<file path="config.mk">
export PLATFORM = sky130hd
export DESIGN_NAME = cau_front
export DESIGN_NICKNAME = d
export VERILOG_FILES = /design/src/sv/cau_pkg.sv /design/src/sv/cau_front.sv
export SDC_FILE = /design/constraint.sdc
export NUM_CORES = 1
export LEC_CHECK = 0
export BUFFER_PORTS_ARGS = -buffer_cell sky130_fd_sc_hd__buf_4
export CORE_MARGIN = 4
export CORE_UTILIZATION = 40
export DETAILED_ROUTE_END_ITERATION = 16
export PLACE_DENSITY = 0.68
export SLEW_MARGIN = 20
export SYNTH_ARGS = -nofsm -noshare
export SYNTH_HDL_FRONTEND = slang
export SYNTH_SLANG_ARGS = --single-unit
export TNS_END_PERCENT = 30
</file>
<file path="constraint.sdc">
create_clock -name vclk -period 3.65
set_input_delay 0.5475 -clock vclk [all_inputs]
set_output_delay 0.5475 -clock vclk [all_outputs]
set_load 0.005 [all_outputs]
</file>
<file path="src/sv/cau_pkg.sv">
// Shared types, constants and tables for the complex arithmetic unit.
package cau_pkg;

  localparam int DATA_WIDTH   = 16;
  localparam int FRAC_BITS    = 8;
  localparam int CORDIC_STEPS = 30;
  localparam int ANG_FRAC     = 30;
  localparam int FIFO_DEPTH   = 4;
  localparam int FIFO_AW      = $clog2(FIFO_DEPTH);
  localparam int RES_W        = 26;
  localparam int PROD_W       = 2 * DATA_WIDTH;

  typedef logic signed [DATA_WIDTH-1:0] q_t;
  typedef logic signed [DATA_WIDTH:0]   qx_t;
  typedef logic signed [RES_W-1:0]      res_t;
  typedef logic signed [PROD_W-1:0]     prod_t;

  typedef enum logic [3:0] {
    ACT_ADD   = 4'd0,
    ACT_SUB   = 4'd1,
    ACT_MUL   = 4'd2,
    ACT_DIV   = 4'd3,
    ACT_CONJ  = 4'd4,
    ACT_SCALE = 4'd5,
    ACT_EQUAL = 4'd6,
    ACT_MAG   = 4'd7,
    ACT_PHASE = 4'd8
  } act_t;

  // Which back-end unit produces the result.
  typedef enum logic [2:0] {
    CLS_DIRECT,
    CLS_MUL,
    CLS_SCALE,
    CLS_DIV,
    CLS_MAG,
    CLS_PHASE
  } cls_t;

  typedef struct packed {
    logic [3:0] action;
    q_t         a_re;
    q_t         a_im;
    q_t         b_re;
    q_t         b_im;
    q_t         scale;
  } in_word_t;

  typedef struct packed {
    q_t   res_re;
    q_t   res_im;
    logic is_equal;
    logic div_zero;
    logic overflowed;
  } out_word_t;

  typedef struct packed {
    cls_t cls;
    qx_t  d_re;
    qx_t  d_im;
    logic d_eq;
    q_t   a_re;
    q_t   a_im;
    q_t   b_re;
    q_t   b_im;
    q_t   scale;
  } front_word_t;

  typedef struct packed {
    cls_t cls;
    res_t re;
    res_t im;
    logic eq;
    logic dz;
  } carry_t;

  localparam logic signed [34:0] PI_Q30 = 35'sd3373259426;

  // atan(2^-i) in Q30, truncated
  function automatic logic [29:0] atan_q30(input int i);
    logic [29:0] v;
    unique case (i)
      0:  v = 30'h3243F6A8;
      1:  v = 30'h1DAC6705;
      2:  v = 30'h0FADBAFC;
      3:  v = 30'h07F56EA6;
      4:  v = 30'h03FEAB76;
      5:  v = 30'h01FFD55B;
      6:  v = 30'h00FFFAAA;
      7:  v = 30'h007FFF55;
      8:  v = 30'h003FFFEA;
      9:  v = 30'h001FFFFD;
      10: v = 30'h000FFFFF;
      11: v = 30'h0007FFFF;
      12: v = 30'h0003FFFF;
      13: v = 30'h0001FFFF;
      14: v = 30'h0000FFFF;
      15: v = 30'h00007FFF;
      16: v = 30'h00003FFF;
      17: v = 30'h00001FFF;
      18: v = 30'h00000FFF;
      19: v = 30'h000007FF;
      20: v = 30'h000003FF;
      21: v = 30'h000001FF;
      22: v = 30'h000000FF;
      23: v = 30'h0000007F;
      24: v = 30'h0000003F;
      25: v = 30'h0000001F;
      26: v = 30'h0000000F;
      27: v = 30'h00000007;
      28: v = 30'h00000003;
      29: v = 30'h00000001;
      default: v = '0;
    endcase
    return v;
  endfunction

endpackage

</file>
<file path="src/sv/cau_front.sv">
// Front end: decodes the action and resolves the trivial operations.
module cau_front import cau_pkg::*; (
  input  in_word_t    op,
  output front_word_t cw
);

  always_comb begin
    cw       = '0;
    cw.cls   = CLS_DIRECT;
    cw.a_re  = op.a_re;
    cw.a_im  = op.a_im;
    cw.b_re  = op.b_re;
    cw.b_im  = op.b_im;
    cw.scale = op.scale;
    unique case (op.action)
      ACT_ADD: begin
        cw.d_re = qx_t'(op.a_re) + qx_t'(op.b_re);
        cw.d_im = qx_t'(op.a_im) + qx_t'(op.b_im);
      end
      ACT_SUB: begin
        cw.d_re = qx_t'(op.a_re) - qx_t'(op.b_re);
        cw.d_im = qx_t'(op.a_im) - qx_t'(op.b_im);
      end
      ACT_CONJ: begin
        cw.d_re = qx_t'(op.a_re);
        cw.d_im = -qx_t'(op.a_im);
      end
      ACT_EQUAL: cw.d_eq = (op.a_re == op.b_re) && (op.a_im == op.b_im);
      ACT_MUL:   cw.cls = CLS_MUL;
      ACT_DIV:   cw.cls = CLS_DIV;
      ACT_SCALE: cw.cls = CLS_SCALE;
      ACT_MAG:   cw.cls = CLS_MAG;
      ACT_PHASE: cw.cls = CLS_PHASE;
      default:   cw.cls = CLS_DIRECT; // unknown code: all-zero result
    endcase
  end

endmodule

</file>
== Word-level counts from Yosys, hierarchy flattened ==
Index checks and enable logic that the tools add are counted.
Storage, ports and cells
  bits in registers: 0
  output and inout bits: 118
Operators by class
  add/subtract/negate cells: 5
  reductions and logical operators: 2
  equal/unequal tests: 10
  mux-type cells: 3
Operator list (count)
  $pmux 34 s3: 1
  $add 16x16->17: 2
  $sub 16x16->17: 2
  $eq 16x16->1: 2
  $neg 16->17: 1
  $eq 4x3->1 const B: 4
  $pmux 3 s5: 1
  $eq 4x2->1 const B: 2
  $eq 4x1->1 const B: 1
  $eq 4x4->1 const B: 1
  $logic_not 4->1: 1
  $logic_and 1x1->1: 1
  $mux 1: 1

== Depth between registers and ports, before layout ==
  depth after elaboration: 3
  depth in mapped cells: 10
  gate-level depth less buffers: 10

== Worst setup path before layout ==
Ideal clock, no wire load.
  path kind: input -> output
  start: input port op[16] (netlist bit)
  end: output port cw[93] (netlist bit)
  stages: 9
  path slack: 0.539 ns
  data arrival time: 2.563 ns
  path buffers: 0
  required time: 3.102 ns
  cell sequence: ha_1 -> fa_1 -> nor2b_1 -> o21ai_1 -> a31oi_1 -> nor4_1 -> nor3_1 -> mux2i_1 -> or4_1
RTL lines
  from (decl): RTL line cau_front.sv:3  | input in_word_t op,
  to (decl): RTL line cau_front.sv:4  | output front_word_t cw

==> summary.txt <==
Timing
  • Slew margin rel.: 0.511
  • Endpoints failing hold: 0
  • Final setup fails: 0
  • Slew Viols, Final: 0
  • Period utilisation layout: 0.959
  • Minimum clock period: 3500 ps
  • Setup TNS: 0 ps
  • Max Clock Freq: 286 MHz
  • Worst-margin pin slew: 731 ps

Floorplanning
  • Die Span X: 119 um
  • Die height: 119 um
  • Initial core utilization: 0.409
  • Die ar.: 0.0142 mm^2
  • # rows: 40
  • Number of I/O pins: 202
  • Core Area: 0.0121 mm^2

Clock tree
  • Hold buffers post-CTS: 0

Setup path
  • WP depth: 11
  • Delay-heaviest family, CP: simple AND/OR/NAND/NOR gates
  • Setup crit end kind: output pin
  • Max stage delay on crit path: 510 ps
  • Crit path buf inv count: 3
  • Kind of start point of the critical path: primary input
  • Worst path required time: 3100 ps
  • Worst path slowest cell: or4_1
  • Most frequent cell on the critical path: buf_4
  • WP data arrival: 2950 ps
  • Worst-path maximum fanout: 3
  • Crit Path Category: primary input to output pin
  • CP cell instances: buf_4 > ha_1 > fa_1 > nor2b_1 > o211ai_1 > a211oi_2 > buf_4 > nor3_1 > and3_1 > or4_1 > buf_4

Placed design
  • Hpwl dp: 13.4 mm
  • Port Buffer Count: 170
  • Placed Cells: 990
  • Routability cong.: 0.954
  • Placed cell area: 0.00587 mm^2

Power and ir drop
  • PwrDens: 148 mW/mm^2
  • P_leak: 2.81 nW
  • Peak supply drop: 61.9 uV

Synth
  • Post-synthesis cell count: 743
  • Syn nets: 896
  • Top post-synthesis cells by area: ha_1 17%, buf_4 12%, a21oi_1 5.1%, inv_1 4.7%, nor2_1 4.6%
  • Share of the synthesized area in the top cell type: 0.165
  • Mean Syn Cell Area: 6.63 um^2
  • Top post-synthesis cells by count: 80 x buf_4, 65 x ha_1, 62 x inv_1, 61 x nor2_1, 50 x a21oi_1
  • Cell taking the most area after synthesis: ha_1
  • Most common cell in the netlist: buf_4
  • Synthesized area: 0.00493 mm^2
  • Ys Warns: 0
  • Seq/Total Area, Yosys: 0
  • Yosys cell types: 65

Route
  • Vias after detailed routing: 5,631
  • DRC violation count after routing: 0
  • Number of vias per cell: 5.68
  • Initial DRC Count: 413
  • WL/cell: 16.4 um
  • Initial DRT Pass Iterations: 5
  • Final WL: 16.3 mm
  • Detail Route Antenna Nets: 0

Job
  • Max-cap violations: 0

GRT
  • First-pass GRT wire length: 26.1 mm
  • Vias in the first global route: 5,381
  • Gr usage total: 0.213
  • Largest net degree at the start of global routing: 21
  • Initial antenna violation count: 0
  • Overflow after GRT: 0

Layout
  • Seq_cells: 0
  • Fill cells: 1,250
  • Number of non-filler instances in the completed layout: 991
  • ANT cells: 0
  • Layout cells sized above 1: 0.258
  • FF/Latch Area: 0 um^2
  • Layout Nets: 978
  • Area Growth Syn to Fin: 19.5%
  • Clock buffers: 0
  • Post-route cell area: 0.00589 mm^2

Status
  • Run status: completed

Min path
  • Worst hold path startpoint: op[10]
  • Tightest Hold Check Type: primary input to output pin
  • Hold Path Depth: 0
  • Hold Path End: cw[10]
==> cells by family (layout without fill, tap and decap cells) <==
| family | count (synthesis) | count (layout) | synth area share |
|---|---|---|---|
| AOI/OAI and AO/OA | 234 | 234 | 0.322 |
| xor gates and xnor gates | 29 | 29 | 0.0515 |
| adders and majority gates | 69 | 69 | 0.181 |
| buffers and inverters | 182 | 262 | 0.206 |
| muxes | 3 | 3 | 0.00609 |
| and+or+nand+nor | 226 | 226 | 0.233 |
==> cell usage in the layout, fill, tap and decap left out, types with 5 or more instances in the layout <==
master / count
nand4_1: 7
a31oi_1: 11
a21o_1: 10
a22oi_1: 7
o21ai_0: 43
nor3_1: 28
a221oi_1: 6
o22ai_1: 11
a221o_1: 8
or3_1: 7
nor2_1: 61
xnor2_1: 22
inv_1: 62
buf_4: 200
nand2_1: 45
nor2b_1: 19
or4_1: 5
o211ai_1: 11
xor2_1: 7
ha_1: 65
nor4_1: 8
nand3_1: 14
o21bai_1: 6
o221ai_1: 10
nand2b_1: 11
a21oi_1: 50
o31ai_1: 17
==> layout make-up <==
class | instances | area (um^2) | area share
well taps | 168 | 210 | 0.0357
inverters | 62 | 233 | 0.0395
repair buffers | 200 | 1500 | 0.255
multi-input cells | 561 | 3950 | 0.670
==> worst max-delay path by stage <==
stage / end / start / slack, ps
final: cw[93] / op[16] / 150
after CTS: cw[93] / op[16] / 40
after floorplan: cw[93] / op[16] / 540
after global routing: cw[112] / op[32] / -10
after detailed placement: cw[93] / op[16] / 40
after global placement: cw[93] / op[16] / 50
==> stage by stage <==
stage / utilization / power (mW) / setup WS (ps) / hold WS (ps)
finish: 0.488 / 0.870 / 151 / 1100
global route: 0.488 / 0.961 / -12.1 / 1100
CTS: 0.487 / 0.862 / 40.0 / 1100
detailed placement: 0.487 / 0.858 / 43.6 / 1100
global placement: 0.487 / 0.856 / 52.7 / 1100
floorplan: - / 0.569 / 539 / 1180
==> what timing repair did <==
| item | 4_1_cts | 5_1_grt |
|---|---|---|
| setup endpoints to repair | 0 | 2 |
| gates resized for setup | 0 | 3 |
| buffers inserted | 0 | 1 |
==> power breakdown <==
part	internal [mW]	switching, mW	leakage (nW)
Combinational	0.396	0.474	2.81
Clock	0	0	0
Sequential	0	0	0
==> routing by layer <==
layer / up-vias / track usage / wire (um)
met5: - / 0 / 0
met4: 0 / 0.0434 / 289
met3: 29 / 0.0218 / 1240
met2: 250 / 0.366 / 7500
met1: 2578 / 0.287 / 7240
li1: 2774 / - / -
Power figures use the tool's default switching activity.
