## config.mk

```make
export PLATFORM = sky130hd
export DESIGN_NAME = cau_fifo
export DESIGN_NICKNAME = d
export VERILOG_FILES = /design/src/sv/cau_pkg.sv /design/src/sv/cau_fifo.sv
export SDC_FILE = /design/constraint.sdc
export NUM_CORES = 1
export LEC_CHECK = 0
export ABC_AREA = 1
export BUFFER_PORTS_ARGS = -buffer_cell sky130_fd_sc_hd__buf_2
export CAP_MARGIN = 10
export CORE_ASPECT_RATIO = 1.25
export CORE_MARGIN = 4
export CORE_UTILIZATION = 40
export CTS_BUF_LIST = sky130_fd_sc_hd__clkbuf_4 sky130_fd_sc_hd__clkbuf_8 sky130_fd_sc_hd__clkbuf_16
export DETAILED_ROUTE_END_ITERATION = 8
export PLACE_DENSITY = 0.61
export SYNTH_ARGS = -nofsm -noshare
export SYNTH_HDL_FRONTEND = slang
export SYNTH_SLANG_ARGS = --single-unit
export TNS_END_PERCENT = 100
```

## constraint.sdc

```tcl
create_clock -name clk -period 3.4 [get_ports clk]
set_clock_uncertainty 0.15 [all_clocks]
set_input_delay 0.68 -clock clk [delete_from_list [all_inputs] [get_ports clk]]
set_output_delay 0.68 -clock clk [all_outputs]
set_load 0.005 [all_outputs]
```

## src/sv/cau_pkg.sv

```systemverilog
// Shared types, constants and tables for the complex arithmetic unit.
package cau_pkg;

  localparam int DATA_WIDTH   = 16;
  localparam int FRAC_BITS    = 8;
  localparam int CORDIC_STEPS = 30;
  localparam int ANG_FRAC     = 30;
  localparam int FIFO_DEPTH   = 4;
  localparam int FIFO_AW      = $clog2(FIFO_DEPTH);
  localparam int RES_W        = 26;
  localparam int PROD_W       = 2 * DATA_WIDTH;

  typedef logic signed [DATA_WIDTH-1:0] q_t;
  typedef logic signed [DATA_WIDTH:0]   qx_t;
  typedef logic signed [RES_W-1:0]      res_t;
  typedef logic signed [PROD_W-1:0]     prod_t;

  typedef enum logic [3:0] {
    ACT_ADD   = 4'd0,
    ACT_SUB   = 4'd1,
    ACT_MUL   = 4'd2,
    ACT_DIV   = 4'd3,
    ACT_CONJ  = 4'd4,
    ACT_SCALE = 4'd5,
    ACT_EQUAL = 4'd6,
    ACT_MAG   = 4'd7,
    ACT_PHASE = 4'd8
  } act_t;

  // Which back-end unit produces the result.
  typedef enum logic [2:0] {
    CLS_DIRECT,
    CLS_MUL,
    CLS_SCALE,
    CLS_DIV,
    CLS_MAG,
    CLS_PHASE
  } cls_t;

  typedef struct packed {
    logic [3:0] action;
    q_t         a_re;
    q_t         a_im;
    q_t         b_re;
    q_t         b_im;
    q_t         scale;
  } in_word_t;

  typedef struct packed {
    q_t   res_re;
    q_t   res_im;
    logic is_equal;
    logic div_zero;
    logic overflowed;
  } out_word_t;

  typedef struct packed {
    cls_t cls;
    qx_t  d_re;
    qx_t  d_im;
    logic d_eq;
    q_t   a_re;
    q_t   a_im;
    q_t   b_re;
    q_t   b_im;
    q_t   scale;
  } front_word_t;

  typedef struct packed {
    cls_t cls;
    res_t re;
    res_t im;
    logic eq;
    logic dz;
  } carry_t;

  localparam logic signed [34:0] PI_Q30 = 35'sd3373259426;

  // atan(2^-i) in Q30, truncated
  function automatic logic [29:0] atan_q30(input int i);
    logic [29:0] v;
    unique case (i)
      0:  v = 30'h3243F6A8;
      1:  v = 30'h1DAC6705;
      2:  v = 30'h0FADBAFC;
      3:  v = 30'h07F56EA6;
      4:  v = 30'h03FEAB76;
      5:  v = 30'h01FFD55B;
      6:  v = 30'h00FFFAAA;
      7:  v = 30'h007FFF55;
      8:  v = 30'h003FFFEA;
      9:  v = 30'h001FFFFD;
      10: v = 30'h000FFFFF;
      11: v = 30'h0007FFFF;
      12: v = 30'h0003FFFF;
      13: v = 30'h0001FFFF;
      14: v = 30'h0000FFFF;
      15: v = 30'h00007FFF;
      16: v = 30'h00003FFF;
      17: v = 30'h00001FFF;
      18: v = 30'h00000FFF;
      19: v = 30'h000007FF;
      20: v = 30'h000003FF;
      21: v = 30'h000001FF;
      22: v = 30'h000000FF;
      23: v = 30'h0000007F;
      24: v = 30'h0000003F;
      25: v = 30'h0000001F;
      26: v = 30'h0000000F;
      27: v = 30'h00000007;
      28: v = 30'h00000003;
      29: v = 30'h00000001;
      default: v = '0;
    endcase
    return v;
  endfunction

endpackage

```

## src/sv/cau_fifo.sv

```systemverilog
// Short queue between front and back ends.
module cau_fifo import cau_pkg::*; (
  input  logic        clk,
  input  logic        rst,
  input  logic        wr_en,
  input  front_word_t wr_word,
  output logic        full,
  output logic        rd_valid,
  input  logic        rd_take,
  output front_word_t rd_word
);

  front_word_t        mem [FIFO_DEPTH];
  logic [FIFO_AW-1:0] wp;
  logic [FIFO_AW-1:0] rp;
  logic [FIFO_AW:0]   cnt;

  assign full     = (cnt == (FIFO_AW+1)'(FIFO_DEPTH));
  assign rd_valid = (cnt != '0);
  assign rd_word  = mem[rp];

  always_ff @(posedge clk) begin
    if (wr_en) begin
      mem[wp] <= wr_word;
    end
  end

  always_ff @(posedge clk) begin
    if (rst) begin
      wp  <= '0;
      rp  <= '0;
      cnt <= '0;
    end else begin
      if (wr_en) wp <= wp + 1'b1;
      if (rd_take) rp <= rp + 1'b1;
      cnt <= cnt + (FIFO_AW+1)'(wr_en) - (FIFO_AW+1)'(rd_take);
    end
  end

endmodule

```

== After elaboration in Yosys (flattened, before gate mapping) ==
Memories as Yosys holds them, arrays and structs flattened. A register that Yosys moved wholly into a read port is not among the register bits.
Cells that the tools add are included.

* Register bits: 7
* Memory bits (writable): 472
* Bits of input ports: 122
* Word-level logic and storage cells: 14
* Memories kept: 1

{| class="wikitable"
|+ Memory list
! memory !! depth !! bits a word !! rd ports !! clocked after Yosys merged registers in !! write ports !! RTL line !! RTL
|-
| mem || 4 || 118 || 1 || 1 || 1 || cau_fifo.sv:13 || <nowiki>front_word_t mem [FIFO_DEPTH];</nowiki>
|}

* Add/sub/neg operators: 4
* Equality and inequality tests: 1
* Muxes and demuxes: 4
* Reduce and logical (&&, ||, !) cells: 1

{| class="wikitable"
|+ Operators by type and width
! cell !! count
|-
| 2-bit by 1-bit adder with 2-bit output (second input constant) || 2
|-
| 2-bit 2-to-1 mux || 2
|-
| 3-bit by 1-bit adder with 3-bit output || 1
|-
| 3-bit == test (second input constant) || 1
|-
| 3-bit nonzero test || 1
|-
| 3-bit by 1-bit subtractor with 3-bit output || 1
|-
| 1-bit 2-to-1 mux || 2
|}

== Logic depth before layout (Yosys ltp) ==
Gate-level depths: netlist of run 1.

* Depth after elaboration: 3
* Depth in mapped cells: 8

== Worst setup path before layout of run 1 ==
OpenSTA, ideal clock, no wires.

* Kind: input-to-reg
* Start point: input wr_en
* End point: memory mem[2][0] (netlist name), enable pin
* Setup time: 471 ps
* Arrival: 2989 ps
* Required time: 2779 ps
* Slack: -210 ps
* Stages on the path: 2
* Cells stage by stage: nand2_1 -> inv_1

* Longest elaborated chain between the ends: 2

{| class="wikitable"
|+ Ends and longest elaborated chain
! what !! RTL line !! RTL
|-
| start, declared || cau_fifo.sv:5 || <nowiki>input logic wr_en,</nowiki>
|-
| 1-bit 2-to-1 mux || cau_fifo.sv:23 || <nowiki>if (wr_en) begin</nowiki>
|-
| 1-bit 2-to-1 mux (not written as such) || cau_fifo.sv:24 || <nowiki>mem[wp] <= wr_word;</nowiki>
|-
| end, declared || cau_fifo.sv:13 ||
|}

Every way passes these cells.

==> out/qor.csv, run 1 <==
metric,value,unit
"most common cell after layout, fill and taps aside",edfxtp_1,
sequential share of power,0.527,
Ports,242,
unrepaired setup endpoints after global routing,no,
net count after synthesis,1561,
met2 Resource Use GR,0.247,
nature of the critical path endpoint,output pin,
launching point of the worst reg2reg path,wp[1],
final clock period utilization by the worst path,0.898,
Static Leak,8.58,nW
number of H-tree levels,2,
final hold violation count,0,
CP max stage cell,dfxtp_4,
hold_buf cts,0,
share of cells above drive strength 1,0.201,
net switching power of the design,2.96,mW
yosys synthesis warning count,0,
iteration-0 DRC count of the detailed router,527,
data required time of the critical path,2.57,ns
count of different cell masters after synthesis,15,
Detailed Place HPWL,22200,microns
Sum Neg Setup Slack,0,ns
relative contribution of combinational cells to total power,0.085,
met3 track demand over resource,0.0445,
final layout net count,1794,
last weighted congestion value of the routability-driven placer,0.741,
number of remaining DRC errors,0,
Post-Place Cell Area,0.0208,sq mm
summed area of non-filler cells in the final layout,0.0223,sq mm
max capacitance violation total,0,
clock tree from TritonCTS,yes,
switching share of power,0.228,
Worst Hold Depth,2,
Highest Clock Rate,0.328,GHz
delay of the slowest critical-path stage,0.58,ns
largest net degree at the start of global routing,129,
"commonest cells after routing, fill and taps aside","edfxtp_1 (472), inv_1 (248), nand2_1 (244)",
post-synth design cell area,0.0188,sq mm
number of clock buffers inserted by TritonCTS,49,
GRT Total Usage,0.146,
flop2flop setup slack,1.56,ns
critical-path cell list,"buf_12, a21oi_1, o21ai_0, nand2_1, buf_2",
worst slew margin relative to its limit,0.544,
Routed WL per cell,16.4,microns
Pint,10.1,mW
power per unit of standard cell area,584,mW/mm^2
flip-flop and latch count after synthesis,481,
number of buffers inserted by post-CTS setup repair,0,
growth of design area from synthesis to finish,18.5,%
WP data arrival,2.22,ns
CTS max path bufs,3,
post-synthesis area per instance,13.1,sq um
slew at the pin with the worst max-slew slack,0.685,ns
total wirelength of the detailed-routed design,38200,microns
first-pass GRT wire length,58800,microns
antenna violations before repair,10,
Buffers on Ports,241,
Clock Tree Root,clkbuf_16,
global route total overflow,0,
effective utilization at floorplan,0.406,
final cell count without fillers,2337,
via density per instance,4.75,
largest driver fanout on the critical path,128,
classification of the worst-slack hold path,input pin to register,
Register-to-Register Path Depth,5,
met1 Resource Use GR,0.180,
clock slew seen by the registers of the worst setup and hold paths,0.06,ns
Setup CP Type,register to output pin,
Pre-Repair DR Iteration Count,5,
core region area,0.0464,sq mm
clock latency at the later pin of the worst-skew pair,0.58,ns
die boundary height,251,microns
die area,0.0506,sq mm
sequential area share after synthesis,0.763,
outcome,"complete, no violations",
number of clock sinks,481,
worst min-delay path endpoint,cnt[0],
max-slew violations,0,
count of cells resized by post-cts repair,0,
setup-violating endpoint count in the final report,0,
clock share of power,0.388,
reg2reg end,mem[1][64],
cell family with the largest share of critical-path delay,flip-flops,
synthesized instance count,1432,
placed cell count,2244,
post-route total power,13.0,mW
launch instance of the worst min-delay path,rst,
count of buffer and inverter cells on the critical path,2,
horizontal die dimension,202,microns
critical path launch point type,register,
number of placement rows,88,
global route hottest layer,met2,
antenna violation net count after detailed routing,0,
vias in the first global route,10700,
"IR drop worst, VDD",0.456,mV
vias post-DR,11100,
minimum period implied by the final worst setup slack,3.05,ns
logic make-up after synthesis:
family	share of synthesized area
AOI/OAI and AO/OA	0.112
and+or+nand+nor	0.0500
buffers and inverters	0.0699
adders and majority gates	0.00505
DFF	0.763
through the flow:
| step | worst slack, ns | utilization | hold slack [ns] |
|---|---|---|---|
| 6_report | 0.348 | 0.481 | 0.143 |
| 5_1_grt | 0.184 | 0.481 | 0.115 |
| 4_1_cts | 0.278 | 0.481 | 0.0902 |
| 3_5_place_dp | 0.974 | 0.448 | 0.302 |
| 3_3_place_gp | 1.06 | 0.448 | 0.293 |
| 2_1_floorplan | 0.359 | - | 0.286 |
registers in the layout, summed over array words and instances (netlist names), named ones only:
| name | flops |
|---|---|
| mem | 472 |
| wp | 2 |
| cnt | 3 |
| rp | 2 |
synthesized netlist by cell type:
cell type,number,area share
a21oi_1,124,0.033
buf_1,5,0.0010
buf_2,40,0.011
buf_4,7,0.0028
clkbuf_1,26,0.0052
dfxtp_1,9,0.0096
edfxtp_1,472,0.75
fa_1,1,0.0011
ha_1,6,0.0040
inv_1,252,0.050
nand2_1,244,0.049
nand3_1,2,0.00053
nor2_1,4,0.00080
o211ai_1,118,0.047
o21ai_0,122,0.032
per-layer routing:
layer  up-vias  wire length (microns)  share of wire
li1       5459                      -              -
met1      5315                  16000           0.42
met2       239                  18700           0.49
met3        82                   2400          0.063
met4        10                   1020          0.027
met5         -                     58         0.0015
worst max-delay path by stage:
| stage | from | endpoint | slack (ns) | cells after the start |
|---|---|---|---|---|
| floorplan | wr_en | mem[0][0] | 0.36 | 2 |
| global route | register | rd_word[76] | 0.18 | 5 |
| finish | register | rd_word[76] | 0.35 | 5 |
| detailed placement | register | rd_word[76] | 0.97 | 5 |
| global placement | register | rd_word[60] | 1.06 | 5 |
| CTS | register | rd_word[76] | 0.28 | 5 |
final cells by class:
| cell class | count | area, sq um |
|---|---|---|
| Multi-Input combinational cell | 621 | 3150 |
| Tap cell | 630 | 788 |
| Fill cell | 4050 | 24100 |
| Antenna cell | 5 | 12.5 |
| Clock buffer | 57 | 1290 |
| Clock inverter | 31 | 236 |
| Sequential cell | 481 | 14400 |
| Timing Repair Buffer | 260 | 1500 |
| Inverter | 252 | 961 |
power by group through the flow:
| stage | logic, mW | clock network, mW | registers [mW] |
|---|---|---|---|
| finish | 1.11 | 5.05 | 6.86 |
| global placement | 1.11 | 0 | 6.98 |
| global route | 1.25 | 5.48 | 6.87 |
| CTS | 1.14 | 5.24 | 6.86 |
| detailed placement | 1.13 | 0 | 6.98 |
| floorplan | 0.605 | 0 | 6.96 |
(Power assumes the default switching activity.)
==> run 2, diff against run 1 <==
--- a/config.mk
+++ b/config.mk
@@ -13,7 +13,7 @@
 export CORE_UTILIZATION = 40
 export CTS_BUF_LIST = sky130_fd_sc_hd__clkbuf_4 sky130_fd_sc_hd__clkbuf_8 sky130_fd_sc_hd__clkbuf_16
 export DETAILED_ROUTE_END_ITERATION = 8
-export PLACE_DENSITY = 0.61
+export PLACE_DENSITY = 0.59
 export SYNTH_ARGS = -nofsm -noshare
 export SYNTH_HDL_FRONTEND = slang
 export SYNTH_SLANG_ARGS = --single-unit
==> constraint.sdc (replaced) <==
create_clock -name clk -period 3.9 [get_ports clk]
set_clock_uncertainty 0.15 [all_clocks]
set_input_delay 0.78 -clock clk [delete_from_list [all_inputs] [get_ports clk]]
set_output_delay 0.78 -clock clk [all_outputs]
set_load 0.005 [all_outputs]
==> out/qor.csv, run 2 (synthesis gave the netlist of run 1 again) <==
metric,value,unit
critical-path cell list,"buf_12, a21oi_1, o21ai_0, nand2_1, buf_2",
clock slew seen by the registers of the worst setup and hold paths,0.06,ns
largest driver fanout on the critical path,70,
unrepaired setup endpoints after global routing,no,
Register-to-Register Path Depth,5,
growth of design area from synthesis to finish,19.2,%
vias in the first global route,10800,
count of cells resized by post-cts repair,0,
clock tree from TritonCTS,yes,
reg2reg end,mem[0][78],
last weighted congestion value of the routability-driven placer,0.752,
switching share of power,0.220,
"IR drop worst, VDD",0.343,mV
clock latency at the later pin of the worst-skew pair,0.56,ns
iteration-0 DRC count of the detailed router,582,
launching point of the worst reg2reg path,wp[0],
core region area,0.0464,sq mm
launch instance of the worst min-delay path,rst,
Pre-Repair DR Iteration Count,4,
number of placement rows,88,
antenna violations before repair,6,
nature of the critical path endpoint,output pin,
setup-violating endpoint count in the final report,0,
hold_buf cts,0,
max capacitance violation total,0,
worst min-delay path endpoint,cnt[0],
final layout net count,1800,
Clock Tree Root,clkbuf_16,
classification of the worst-slack hold path,input pin to register,
outcome,"complete, no violations",
die area,0.0506,sq mm
sequential share of power,0.523,
number of clock sinks,481,
Buffers on Ports,241,
GRT Total Usage,0.150,
via density per instance,4.72,
count of buffer and inverter cells on the critical path,2,
Pint,8.92,mW
"commonest cells after routing, fill and taps aside","edfxtp_1 (472), inv_1 (248), nand2_1 (244)",
largest register by flop count,mem,
Ports,242,
number of H-tree levels,2,
antenna violation net count after detailed routing,0,
final clock period utilization by the worst path,0.816,
global route total overflow,0,
power per unit of standard cell area,510,mW/mm^2
Worst Hold Depth,2,
share of cells above drive strength 1,0.206,
number of clock buffers inserted by TritonCTS,47,
final cell count without fillers,2344,
Routed WL per cell,16.5,microns
first-pass GRT wire length,60100,microns
Sum Neg Setup Slack,0,ns
Static Leak,8.68,nW
flop2flop setup slack,1.88,ns
slew at the pin with the worst max-slew slack,0.764,ns
critical path launch point type,register,
max-slew violations,0,
final hold violation count,0,
die boundary height,251,microns
horizontal die dimension,202,microns
Top Registers,"mem (472), cnt (3)",
cell family with the largest share of critical-path delay,flip-flops,
worst slew margin relative to its limit,0.491,
total wirelength of the detailed-routed design,38600,microns
effective utilization at floorplan,0.406,
net switching power of the design,2.52,mW
utilization of the core after routing,0.484,
number of flip-flops under the largest register name,472,
worst-case hold slack,0.244,ns
data required time of the critical path,2.97,ns
Highest Clock Rate,0.314,GHz
Detailed Place HPWL,23200,microns
CP max stage cell,dfxtp_4,
number of remaining DRC errors,0,
CTS max path bufs,3,
minimum period implied by the final worst setup slack,3.18,ns
fill count,4068,
placed cell count,2252,
vias post-DR,11100,
clock share of power,0.391,
delay of the slowest critical-path stage,0.85,ns
number of buffers inserted by post-CTS setup repair,0,
relative contribution of combinational cells to total power,0.085,
"most common cell after layout, fill and taps aside",edfxtp_1,
post-route total power,11.4,mW
largest net degree at the start of global routing,71,
WP data arrival,2.25,ns
Setup CP Type,register to output pin,
## run 2: final cells by class
cell class,instances,area (sq um),area share
multi-input combinational,621,3150,0.141
tap,630,788,0.0351
inverter,252,966,0.0431
antenna,6,15.0,0.000669
timing repair buffer,268,1610,0.0717
clock inverter,17,171,0.00764
sequential,481,14400,0.640
clock buffer,69,1370,0.0611
## run 2: power by group through the flow
stage	Sequential, mW	Combinational [mW]	Clock [mW]
floorplan	6.08	0.526	0
global placement	6.09	0.984	0
detailed placement	6.10	1.00	0
CTS	5.99	1.01	4.61
global route	6.00	1.11	4.83
finish	5.98	0.978	4.47
## run 2: how the worst max path moves through the flow
stage / from / endpoint / slack, ns / cells after the start
6_report: register / rd_word[69] / 0.72 / 5
5_1_grt: register / rd_word[69] / 0.49 / 5
4_1_cts: register / rd_word[69] / 0.66 / 5
3_5_place_dp: register / rd_word[69] / 1.29 / 5
3_3_place_gp: register / rd_word[88] / 1.34 / 5
2_1_floorplan: wr_en / mem[2][0] / 0.19 / 2
## run 2: metal layers
metal / vias to the layer above / wire length, microns / GRT usage
met2: 234 / 18500 / 0.247
met5: - / 27 / 0
met1: 5277 / 16800 / 0.196
li1: 5477 / - / -
met3: 63 / 2260 / 0.0409
met4: 4 / 1000 / 0.0436
## run 2: through the flow
| step | setup slack (ns) | cell area [sq um] |
|---|---|---|
| finish | 0.718 | 22400 |
| floorplan | 0.190 | 18800 |
| CTS | 0.657 | 22400 |
| detailed placement | 1.29 | 20900 |
| global placement | 1.34 | 20900 |
| global route | 0.492 | 22400 |
